$ cat src/hdl/gconn_pkg.sv
// Shared types, constants and helpers for the graph connectivity checker.
// No dependencies; imported by every module of the block.
`default_nettype none

package gconn_pkg;

  localparam int NODE_W = 6;
  localparam int ROW_W  = 64;
  localparam int CNT_W  = 7;

  typedef enum logic {
    OP_LOAD  = 1'b0,
    OP_CHECK = 1'b1
  } gconn_op_t;

  localparam logic [CNT_W-1:0] NODE_COUNT_RST = 7'd64;

  // Commands from the controller to the datapath
  typedef struct packed {
    logic load;   // write one adjacency row
    logic start;  // clear visited, seed node 0, latch node mask
    logic pick;   // pop lowest pending node, issue its row read
    logic merge;  // fold fetched row into pending
    logic emit;   // load the result register
  } gconn_cmd_t;

  // Status back to the controller
  typedef struct packed {
    logic pend_empty;
    logic out_busy;
  } gconn_sts_t;

  function automatic logic [NODE_W-1:0] lowest_bit(input logic [ROW_W-1:0] x);
    logic [NODE_W-1:0] idx;
    idx = '0;
    for (int i = ROW_W - 1; i >= 0; i--) begin
      if (x[i]) idx = NODE_W'(i);
    end
    return idx;
  endfunction

endpackage

`default_nettype wire

$ cat src/hdl/graph_connectivity_check_top.sv
// Graph connectivity checker: adjacency store with a bitmask walk from node 0.
// Usage:
//   Input channel (in_valid / in_stall): in_opcode selects a row load or a
//   check. A load writes in_neighbour_mask as the row of in_node_index and
//   gives no result; loads are taken one per cycle while idle. Rows at or
//   beyond MAX_NODES are dropped.
//   A check walks from node 0 and gives one item on the output channel
//   (out_valid / out_stall): out_is_connected and out_reached_count.
//   For each reached node (up to node_count), the walk picks it and issues
//   its row read from the adjacency memory, then merges the row into the
//   pending set. The input is stalled for the whole walk; loads resume the
//   cycle the result is registered. cfg_we / cfg_wdata write node_count
//   (reset value 64); the user writes it only while idle, which the block
//   itself does not enforce. If the receiver stalls, the result is held and
//   a finished walk waits for the output register to free up before the
//   block goes idle.
//   Reset (rst_n low, synchronous) clears control state, the visited and
//   pending sets and the output valid. Adjacency rows are not cleared and
//   must be written before a check reads them.
`default_nettype none

module graph_connectivity_check_top #(
  parameter int MAX_NODES = 64
) (
  input  wire logic                          clk,
  input  wire logic                          rst_n,
  input  wire logic                          in_valid,
  output logic                               in_stall,
  input  wire logic                          in_opcode,
  input  wire logic [gconn_pkg::NODE_W-1:0]  in_node_index,
  input  wire logic [gconn_pkg::ROW_W-1:0]   in_neighbour_mask,
  input  wire logic                          cfg_we,
  input  wire logic [gconn_pkg::CNT_W-1:0]   cfg_wdata,
  output logic                               out_valid,
  input  wire logic                          out_stall,
  output logic                               out_is_connected,
  output logic [gconn_pkg::CNT_W-1:0]        out_reached_count
);
  import gconn_pkg::*;

  gconn_cmd_t cmd;
  gconn_sts_t sts;

  gconn_ctrl u_ctrl (
    .clk       (clk),
    .rst_n     (rst_n),
    .in_valid  (in_valid),
    .in_opcode (in_opcode),
    .in_stall  (in_stall),
    .sts       (sts),
    .cmd       (cmd)
  );

  gconn_dp #(
    .MAX_NODES (MAX_NODES)
  ) u_dp (
    .clk               (clk),
    .rst_n             (rst_n),
    .in_node_index     (in_node_index),
    .in_neighbour_mask (in_neighbour_mask),
    .cfg_we            (cfg_we),
    .cfg_wdata         (cfg_wdata),
    .cmd               (cmd),
    .sts               (sts),
    .out_stall         (out_stall),
    .out_valid         (out_valid),
    .out_is_connected  (out_is_connected),
    .out_reached_count (out_reached_count)
  );

endmodule

`default_nettype wire

$ cat src/hdl/gconn_ctrl.sv
// Controller state machine of the graph connectivity checker.
// Depends on gconn_pkg; drives datapath commands from its status.
`default_nettype none

module gconn_ctrl (
  input  wire logic                 clk,
  input  wire logic                 rst_n,
  input  wire logic                 in_valid,
  input  wire logic                 in_opcode,
  output logic                      in_stall,
  input  wire gconn_pkg::gconn_sts_t sts,
  output gconn_pkg::gconn_cmd_t     cmd
);
  import gconn_pkg::*;

  typedef enum logic [3:0] {
    ST_IDLE  = 4'b0001,
    ST_PICK  = 4'b0010,
    ST_FETCH = 4'b0100,
    ST_DONE  = 4'b1000
  } state_t;

  state_t state_r, state_nxt;
  logic   accept;

  assign in_stall = (state_r != ST_IDLE);
  assign accept   = in_valid && !in_stall;

  always_comb begin
    state_nxt = state_r;
    cmd       = '0;
    unique case (state_r)
      ST_IDLE: begin
        if (accept) begin
          if (in_opcode == OP_CHECK) begin
            cmd.start = 1'b1;
            state_nxt = ST_PICK;
          end else begin
            cmd.load = 1'b1;
          end
        end
      end
      ST_PICK: begin
        if (sts.pend_empty) begin
          state_nxt = ST_DONE;
        end else begin
          cmd.pick  = 1'b1;
          state_nxt = ST_FETCH;
        end
      end
      ST_FETCH: begin
        cmd.merge = 1'b1;
        state_nxt = ST_PICK;
      end
      ST_DONE: begin
        // hold until the result register is free
        if (!sts.out_busy) begin
          cmd.emit  = 1'b1;
          state_nxt = ST_IDLE;
        end
      end
      default: state_nxt = ST_IDLE;
    endcase
  end

  always_ff @(posedge clk) begin
    if (!rst_n) state_r <= ST_IDLE;
    else        state_r <= state_nxt;
  end

endmodule

`default_nettype wire

$ cat src/hdl/gconn_dp.sv
// Datapath of the graph connectivity checker: adjacency memory, visited and
// pending sets, reach counter, node count register and result register.
// Depends on gconn_pkg.
`default_nettype none

module gconn_dp #(
  parameter int MAX_NODES = 64
) (
  input  wire logic                          clk,
  input  wire logic                          rst_n,
  input  wire logic [gconn_pkg::NODE_W-1:0]  in_node_index,
  input  wire logic [gconn_pkg::ROW_W-1:0]   in_neighbour_mask,
  input  wire logic                          cfg_we,
  input  wire logic [gconn_pkg::CNT_W-1:0]   cfg_wdata,
  input  wire gconn_pkg::gconn_cmd_t         cmd,
  output gconn_pkg::gconn_sts_t              sts,
  input  wire logic                          out_stall,
  output logic                               out_valid,
  output logic                               out_is_connected,
  output logic [gconn_pkg::CNT_W-1:0]        out_reached_count
);
  import gconn_pkg::*;

  localparam int               AW   = $clog2(MAX_NODES);
  localparam logic [CNT_W-1:0] MAXN = CNT_W'(MAX_NODES);

  logic [ROW_W-1:0] mem [MAX_NODES];
  logic [ROW_W-1:0] rd_data_r;

  logic [CNT_W-1:0] node_count_r;
  logic [CNT_W-1:0] n_eff;
  logic [CNT_W-1:0] n_r;
  logic [ROW_W-1:0] mask_nxt, mask_r;
  logic [ROW_W-1:0] visited_r, pending_r;
  logic [CNT_W-1:0] count_r;
  logic [NODE_W-1:0] v_sel;
  logic [ROW_W-1:0] v_bit;
  logic             wr_ok;

  logic             out_valid_r, out_conn_r;
  logic [CNT_W-1:0] out_count_r;

  always_ff @(posedge clk) begin
    if (!rst_n)      node_count_r <= NODE_COUNT_RST;
    else if (cfg_we) node_count_r <= cfg_wdata;
  end

  // zero counts as one node, anything past the store as a full store
  assign n_eff = (node_count_r == '0)  ? CNT_W'(1) :
                 (node_count_r > MAXN) ? MAXN : node_count_r;

  always_comb begin
    for (int j = 0; j < ROW_W; j++) begin
      mask_nxt[j] = (CNT_W'(j) < n_eff);
    end
  end

  assign v_sel = lowest_bit(pending_r);
  assign v_bit = ROW_W'(1) << v_sel;
  assign wr_ok = ({1'b0, in_node_index} < MAXN);

  always_ff @(posedge clk) begin
    if (cmd.load && wr_ok) mem[in_node_index[AW-1:0]] <= in_neighbour_mask;
    if (cmd.pick)          rd_data_r <= mem[v_sel[AW-1:0]];
  end

  always_ff @(posedge clk) begin
    if (!rst_n) begin
      visited_r <= '0;
      pending_r <= '0;
      count_r   <= '0;
    end else if (cmd.start) begin
      visited_r <= '0;
      pending_r <= ROW_W'(1);
      count_r   <= '0;
    end else if (cmd.pick) begin
      // pending and visited stay disjoint, so every pop is a new node
      visited_r <= visited_r | v_bit;
      pending_r <= pending_r & ~v_bit;
      count_r   <= count_r + CNT_W'(1);
    end else if (cmd.merge) begin
      pending_r <= pending_r | (rd_data_r & mask_r & ~visited_r);
    end
  end

  always_ff @(posedge clk) begin
    if (cmd.start) begin
      mask_r <= mask_nxt;
      n_r    <= n_eff;
    end
  end

  always_ff @(posedge clk) begin
    if (!rst_n)                        out_valid_r <= 1'b0;
    else if (cmd.emit)                 out_valid_r <= 1'b1;
    else if (out_valid_r && !out_stall) out_valid_r <= 1'b0;
  end

  always_ff @(posedge clk) begin
    if (cmd.emit) begin
      out_conn_r  <= (count_r == n_r);
      out_count_r <= count_r;
    end
  end

  assign sts = '{pend_empty: (pending_r == '0), out_busy: (out_valid_r && out_stall)};

  assign out_valid         = out_valid_r;
  assign out_is_connected  = out_conn_r;
  assign out_reached_count = out_count_r;

endmodule

`default_nettype wire

$ cat config.mk
export PLATFORM = sky130hd
export DESIGN_NAME = graph_connectivity_check_top
export DESIGN_NICKNAME = d
export VERILOG_FILES = /design/src/hdl/gconn_pkg.sv /design/src/hdl/graph_connectivity_check_top.sv /design/src/hdl/gconn_ctrl.sv /design/src/hdl/gconn_dp.sv
export SDC_FILE = /design/constraint.sdc
export NUM_CORES = 2
export LEC_CHECK = 0
export ABC_AREA = 0
export BUFFER_PORTS_ARGS = -buffer_cell sky130_fd_sc_hd__buf_2
export CAP_MARGIN = 20
export CELL_PAD_IN_SITES_DETAIL_PLACEMENT = 1
export CELL_PAD_IN_SITES_GLOBAL_PLACEMENT = 1
export CORE_ASPECT_RATIO = 0.75
export CORE_MARGIN = 2
export CORE_UTILIZATION = 46
export CTS_CLUSTER_DIAMETER = 100
export DETAILED_ROUTE_END_ITERATION = 8
export MAX_ROUTING_LAYER = met4
export PLACE_DENSITY = 0.7
export SLEW_MARGIN = 40
export SYNTH_ARGS = -nofsm -noshare
export SYNTH_HDL_FRONTEND = slang
export SYNTH_SLANG_ARGS = --single-unit
$ cat constraint.sdc
create_clock -name clk -period 5.4 [get_ports clk]
set_input_delay 1.35 -clock clk [delete_from_list [all_inputs] [get_ports clk]]
set_output_delay 1.35 -clock clk [all_outputs]
set_load 0.01 [all_outputs]
Word-level counts from Yosys, hierarchy flattened
Memories as Yosys holds them, arrays and structs flattened. A register that Yosys moved wholly into a read port is not among the register bits.
Cells that the tools add are included.
Cells by class
  magnitude comparators: 65
  shift-type cells: 1
  equal/unequal tests: 9
  add/subtract/negate cells: 1
  bitwise gates (word level): 8
  multiplexer cells: 87
  reduce and logical (&&, ||, !) cells: 12
Operator list (number)
  two-way mux 6 bit: 64
  < comparator 6 x 7 -> 1 bit (first input constant): 32
  bitwise AND 64 bit: 3
  two-way mux 64 bit: 2
  NOT 64 bit: 2
  OR 64 bit: 2
  < comparator 5 x 7 -> 1 bit (first input constant): 16
  logical NOT 64 bit: 1
  left shift 1 x 6 -> 64 bit (first input constant): 1
  < comparator 4 x 7 -> 1 bit (first input constant): 8
  < comparator 3 x 7 -> 1 bit (first input constant): 4
  two-way mux 4 bit: 4
  one-hot mux 4 bit (4 select lines): 1
  < comparator 1 x 7 -> 1 bit (first input constant): 2
  < comparator 2 x 7 -> 1 bit (first input constant): 2
  two-way mux 7 bit: 2
  two-way mux 1 bit: 12
  adder 7 x 1 -> 7 bit (second input constant): 1
  equality test 7 bit: 1
  > comparator 7 bit (second input constant): 1
  logical NOT 7 bit: 1
  equality test 4 x 1 -> 1 bit (second input constant): 1
  equality test 4 x 2 -> 1 bit (second input constant): 1
  equality test 4 x 3 -> 1 bit (second input constant): 1
  12 further kinds: 18
Word-level totals
  memories: 1
  register bits after elaboration: 226
  bits of input ports: 83
  bits in writable memories: 4096
  output and inout bits: 10
Memory list
  u_dp.mem: depth 64, bits a word 64, rd ports 1, clocked after Yosys merged registers in 1, wr ports 1, RTL line gconn_dp.sv:27  | logic [ROW_W-1:0] mem [MAX_NODES];

Longest topological paths before layout
  depth in word-level cells: 69
  mapped depth: 17
  depth with buffers taken out: 11

Hierarchy
A second synthesis with hierarchy kept.
Unflattened totals
  cell total of the unflattened synthesis: 9893
  area, all modules: 165851.6 µm²
Modules (own cells, without submodules)
  gconn_dp: area an instance 165611.3 µm², instances 1, cells each 9865, seq. area each 130124.8 µm²
  gconn_ctrl: area an instance 240.2 µm², instances 1, cells each 28, seq. area each 80.1 µm²

Worst setup path before layout
Ideal clock, no wire load.
  kind: register to register
  start point: reg u_ctrl.state_r[3]
  end point: reg u_dp.visited_r[16]
  cell stages (with the launch flop): 7
  required time: 5335 ps
  period minus slack after synthesis: 5720 ps
  setup slack: -320 ps
  data arrival time: 5655 ps
  library setup time: 65 ps
  cells stage by stage: dfxtp_1 nor4b_1 a21boi_1 nand3_1 nor2_1 a21oi_1 nor2_1
RTL lines
  from (decl): RTL line gconn_ctrl.sv:23  | state_t state_r, state_nxt;
  from (signal assigned): RTL line gconn_ctrl.sv:68  | else state_r <= state_nxt;
  to (signal assigned): RTL line gconn_dp.sv:78  | visited_r <= visited_r | v_bit;
  to (decl): RTL line gconn_dp.sv:34  | logic [ROW_W-1:0] visited_r, pending_r;

Worst setup path after layout
  start point: reg u_dp.pending_r[8]
  end point: reg u_dp.rd_data_r[23], read port of u_dp.mem, data pin
On the way
  cells in the longest elaborated chain, start to end: 9
  elaborated cells between the ends (all ways): 12
  those cells by class: 11 x mux; 1 x reduce/logical
Ends and longest elaborated chain
  from (decl): RTL line gconn_dp.sv:34
  from (signal assigned): RTL line gconn_dp.sv:79  | pending_r <= pending_r & ~v_bit;
  from (signal assigned): RTL line gconn_dp.sv:82  | pending_r <= pending_r | (rd_data_r & mask_r & ~visited_r);
  two-way mux 6 bit (9 in series): RTL line gconn_pkg.sv:37  | if (x[i]) idx = NODE_W'(i);
  to (decl): RTL line gconn_dp.sv:28  | logic [ROW_W-1:0] rd_data_r;
Several ways; a longest one is shown, not always the timed one.
A chain may end at the register's enable or synchronous reset.

==> impl_metrics.yaml <==
yosys:
  synth_area_sq_um: 166800
  synth_nets: 10839
  synth_top_area_share_pct: 76.29
  synth_largest_area_cell: "edfxtp_1"
  synth_edf_count: 4238
  synth_seq_area_share_pct: 78.06
  yosys.cell_types.count: 93
  synth-async-reset-ratio_pct: 0
  yosysMostFrequentCell: "edfxtp_1"
  synth_warn: 0
  synth_common_cells: "edfxtp_1, nand2_1, a21oi_1"
  synthesis.instances: 10755
  post_synth.cell_area_avg_sq_um: 15.51
  ys_ff_latch: 4385
  synth_flop_cell: "edfxtp_1"
  cells_taking_the_most_area_after_synthesis: "edfxtp_1, a221oi_1, nand2_1"
grt:
  grt_usage_pct: 34.49
  number_of_antenna_violations_at_the_first_check_in_global_routing: 65
  vias_in_the_first_global_route: 108892
  grt_max_degree: 146
  grt-ovfl-total: 0
  grt_first_pass_wirelength_mm: 866.0
detailed_routing:
  vias_per_cell: 6.845
  initialDrtViolationCount: 21363
  wl_per_cell_um: 38.74
  route.final.wire_length_mm: 632.2
  detail-route-antenna-nets: 0
  num_vias: 111698
  drt_pre_antenna_iters: 9
  drcViolationCount: 0
place:
  port-buffer-count: 92
  post-place-cells: 15502
  finalWeightedCongestion: 0.9393
  dp.final_hpwl_mm: 356.1
sta:
  setup_total_negative_slack_ns: 0
  timing.final.max_slew_violations: 0
  clock-skew-final_ns: 0.05747
  max_slew_headroom_at_the_worst_pin_pct: 36.59
  timing_hold_violations_final: 0
  clock_period_minus_final_worst_setup_slack_ns: 5.369
  layout_worst_path_cycle_share_pct: 99.43
  rsz0062_at_grt: "false"
  report.final.setup_viol: 0
  fmax_ghz: 0.1862
  worst_slew_pin_slew_ns: 0.9512
final_layout:
  post_route_cells_drive_above_1_share_pct: 12.44
  multi_input_area_sq_um: 33930
  fillers: 33746
  synthToLayoutAreaGrowth_pct: 14.70
  number_of_nets_in_the_final_layout: 11188
  combined_flip_flop_and_latch_cell_area_sq_um: 130200
  layout.cells.non_filler: 16318
cts:
  clock_tree.buffer_depth: 4
  cts.clk_slew.worst_paths_ns: 0.07
  clock_sinks: 4385
  cts_hold_repair.buffers: 0
  cts_tree: "built"
  cts.htree.levels: 5
  clk_latency_ns: 0.98
  cts_buffers: 416
  root_buffer: "clkbuf_16"
worst_setup_path:
  critical_path.endpoint_type: "flip-flop"
  number_of_buffers_and_inverters_on_the_critical_path: 4
  setup.worst_path.start_class: "flip-flop"
  critPathMaxStageDelay_ns: 0.62
  cell_type_of_the_slowest_stage_on_the_worst_timing_path: "nor3_1"
  worstRegToRegCells: 15
  timing.critical_path.arrival_ns: 6.01
  timing_worst_setup_path_type: "reg -> reg"
  instance_count_on_the_critical_path: 15
  critical_path.max_fanout: 42
  timing.critical_path.cells: "or4_4, o221ai_1, a2111oi_0, o21a_1, nor3_1, buf_4, nand2b_4, buf_12, buf_12, buf_4, a21oi_1, nor3_1, o21ai_1, nand4_1, nor4_1"
  required_ns: 6.04
  cpLargestDelayFamily: "simple AND/OR/NAND/NOR gates"
die:
  initial_core_util_pct: 46.23
  row_count: 191
  fp.coreArea_sq_um: 360900
  floorplan.io_pins: 93
  die_area_sq_um: 367500
  chipWidth_um: 699.3
  floorplan.die.height_um: 525.5
worst_hold_path:
  min_path_cells: 2
  min-delay-path-class: "reg -> reg"
pwr:
  leakage_uw: 0.06076
  power-per-cell-area_nw_per_um2: 354.9
  peakVddDrop_v: 0.0003702
flow_run:
  max_cap_viol_count: 0
status:
  status: "completed"
[timing repair]
action                                  in CTS  in global routing
resized for setup                            0                  1
endpoints found under the setup margin       0                  4
setup buffers                                0                  3
hold endpoints to repair                     0                  0
[cell families (layout without fill, tap and decap cells)]
| family | Yosys count | count (layout) | synth area share, % |
|---|---|---|---|
| flops | 4385 | 4385 | 78.06 |
| mux | 352 | 352 | 2.148 |
| compound gates | 2691 | 2691 | 11.22 |
| simple gates | 2551 | 2551 | 6.440 |
| fa+ha+maj | 1 | 1 | 0.007500 |
| other cells | 1 | 49 | 0.002248 |
| xor+xnor | 12 | 12 | 0.06301 |
| buf+inv | 762 | 1452 | 2.063 |
[metal layers]
layer | track usage [%] | routed length, um | share of wire (%)
met5 | - | 0 | 0
met4 | 12.93 | 26490 | 4.2
met3 | 9.294 | 89720 | 14
met2 | 47.97 | 270400 | 43
met1 | 48.60 | 245500 | 39
[stage by stage]
stage,setup slack [ns],cell area (sq um),hold WS [ns],utilization [%],total power [uW]
after floorplan,0.04093,166800,0.4382,-,38300
after detailed placement,0.1301,177600,0.4549,49.23,39000
after global routing,0.1323,191300,0.4991,53.01,69140
after CTS,0.07607,191000,0.4732,52.93,67940
final,0.03054,191300,0.4788,53.02,67900
after global placement,0.004889,177100,0.4479,49.09,38920
[path summary, 6_finish.rpt]
| check | startpoint | end | slack [ns] |
|---|---|---|---|
| min reg2reg | u_dp.visited_r[15]$_SDFFE_PP0P_ | u_dp.visited_r[15]$_SDFFE_PP0P_ | 0.48 |
| max reg2reg | u_dp.pending_r[8]$_SDFFE_PP0P_ | u_dp.rd_data_r[23]$_DFFE_PP_ | 0.03 |
| max | u_dp.pending_r[8]$_SDFFE_PP0P_ | u_dp.rd_data_r[23]$_DFFE_PP_ | 0.03 |
| min | u_dp.visited_r[15]$_SDFFE_PP0P_ | u_dp.visited_r[15]$_SDFFE_PP0P_ | 0.48 |
[worst register-to-register path: stages, from the launching register on]
cell and delay (ns):
dfxtp_1 0.37, or4_4 0.58, o221ai_1 0.51, a2111oi_0 0.20
o21a_1 0.17, nor3_1 0.53, buf_4 0.26, nand2b_4 0.32
buf_12 0.23, buf_12 0.34, buf_4 0.45, a21oi_1 0.08
nor3_1 0.62, o21ai_1 0.16, nand4_1 0.15, nor4_1 0.11
[layout by cell type (no fill, tap or decap), types with 215 or more instances in the layout]
master / count
nor3_1: 215
buf_4: 421
o21ai_0: 269
a221oi_1: 692
nor2_1: 360
a21oi_1: 879
edfxtp_1: 4238
nand2_1: 1547
mux2i_1: 304
clkbuf_16: 425
[layout make-up]
cell class	instances	share of cell area [%]
well taps	4825	3.155
clock inverters	246	1.235
inverters	28	0.05559
diodes	48	0.06278
flip-flops and latches	4385	68.05
clock buffers	513	5.751
repair buffers	665	3.953
multi-input cells	5608	17.74
[power by group]
part | internal, uW | switching (uW) | total, uW
registers | 37400 | 38.2 | 37400
logic | 131 | 786 | 917
clock network | 16500 | 13100 | 29600
total | 54000 | 13900 | 67900
[sequential cells by signal, indices dropped and copies added, names as in the netlist]
| name | cells |
|---|---|
| u_dp.node_count_r | 7 |
| u_dp.visited_r | 64 |
| u_dp.out_is_connected | 1 |
| u_dp.mem | 4096 |
| u_dp.mask_r | 64 |
| u_dp.n_r | 6 |
| u_dp.count_r | 7 |
| u_dp.rd_data_r | 64 |
| u_dp.out_reached_count | 7 |
| u_dp.pending_r | 64 |
| u_dp.out_valid | 1 |
| u_ctrl.state_r | 4 |
Note: power is estimated with default switching activity, not from simulation.
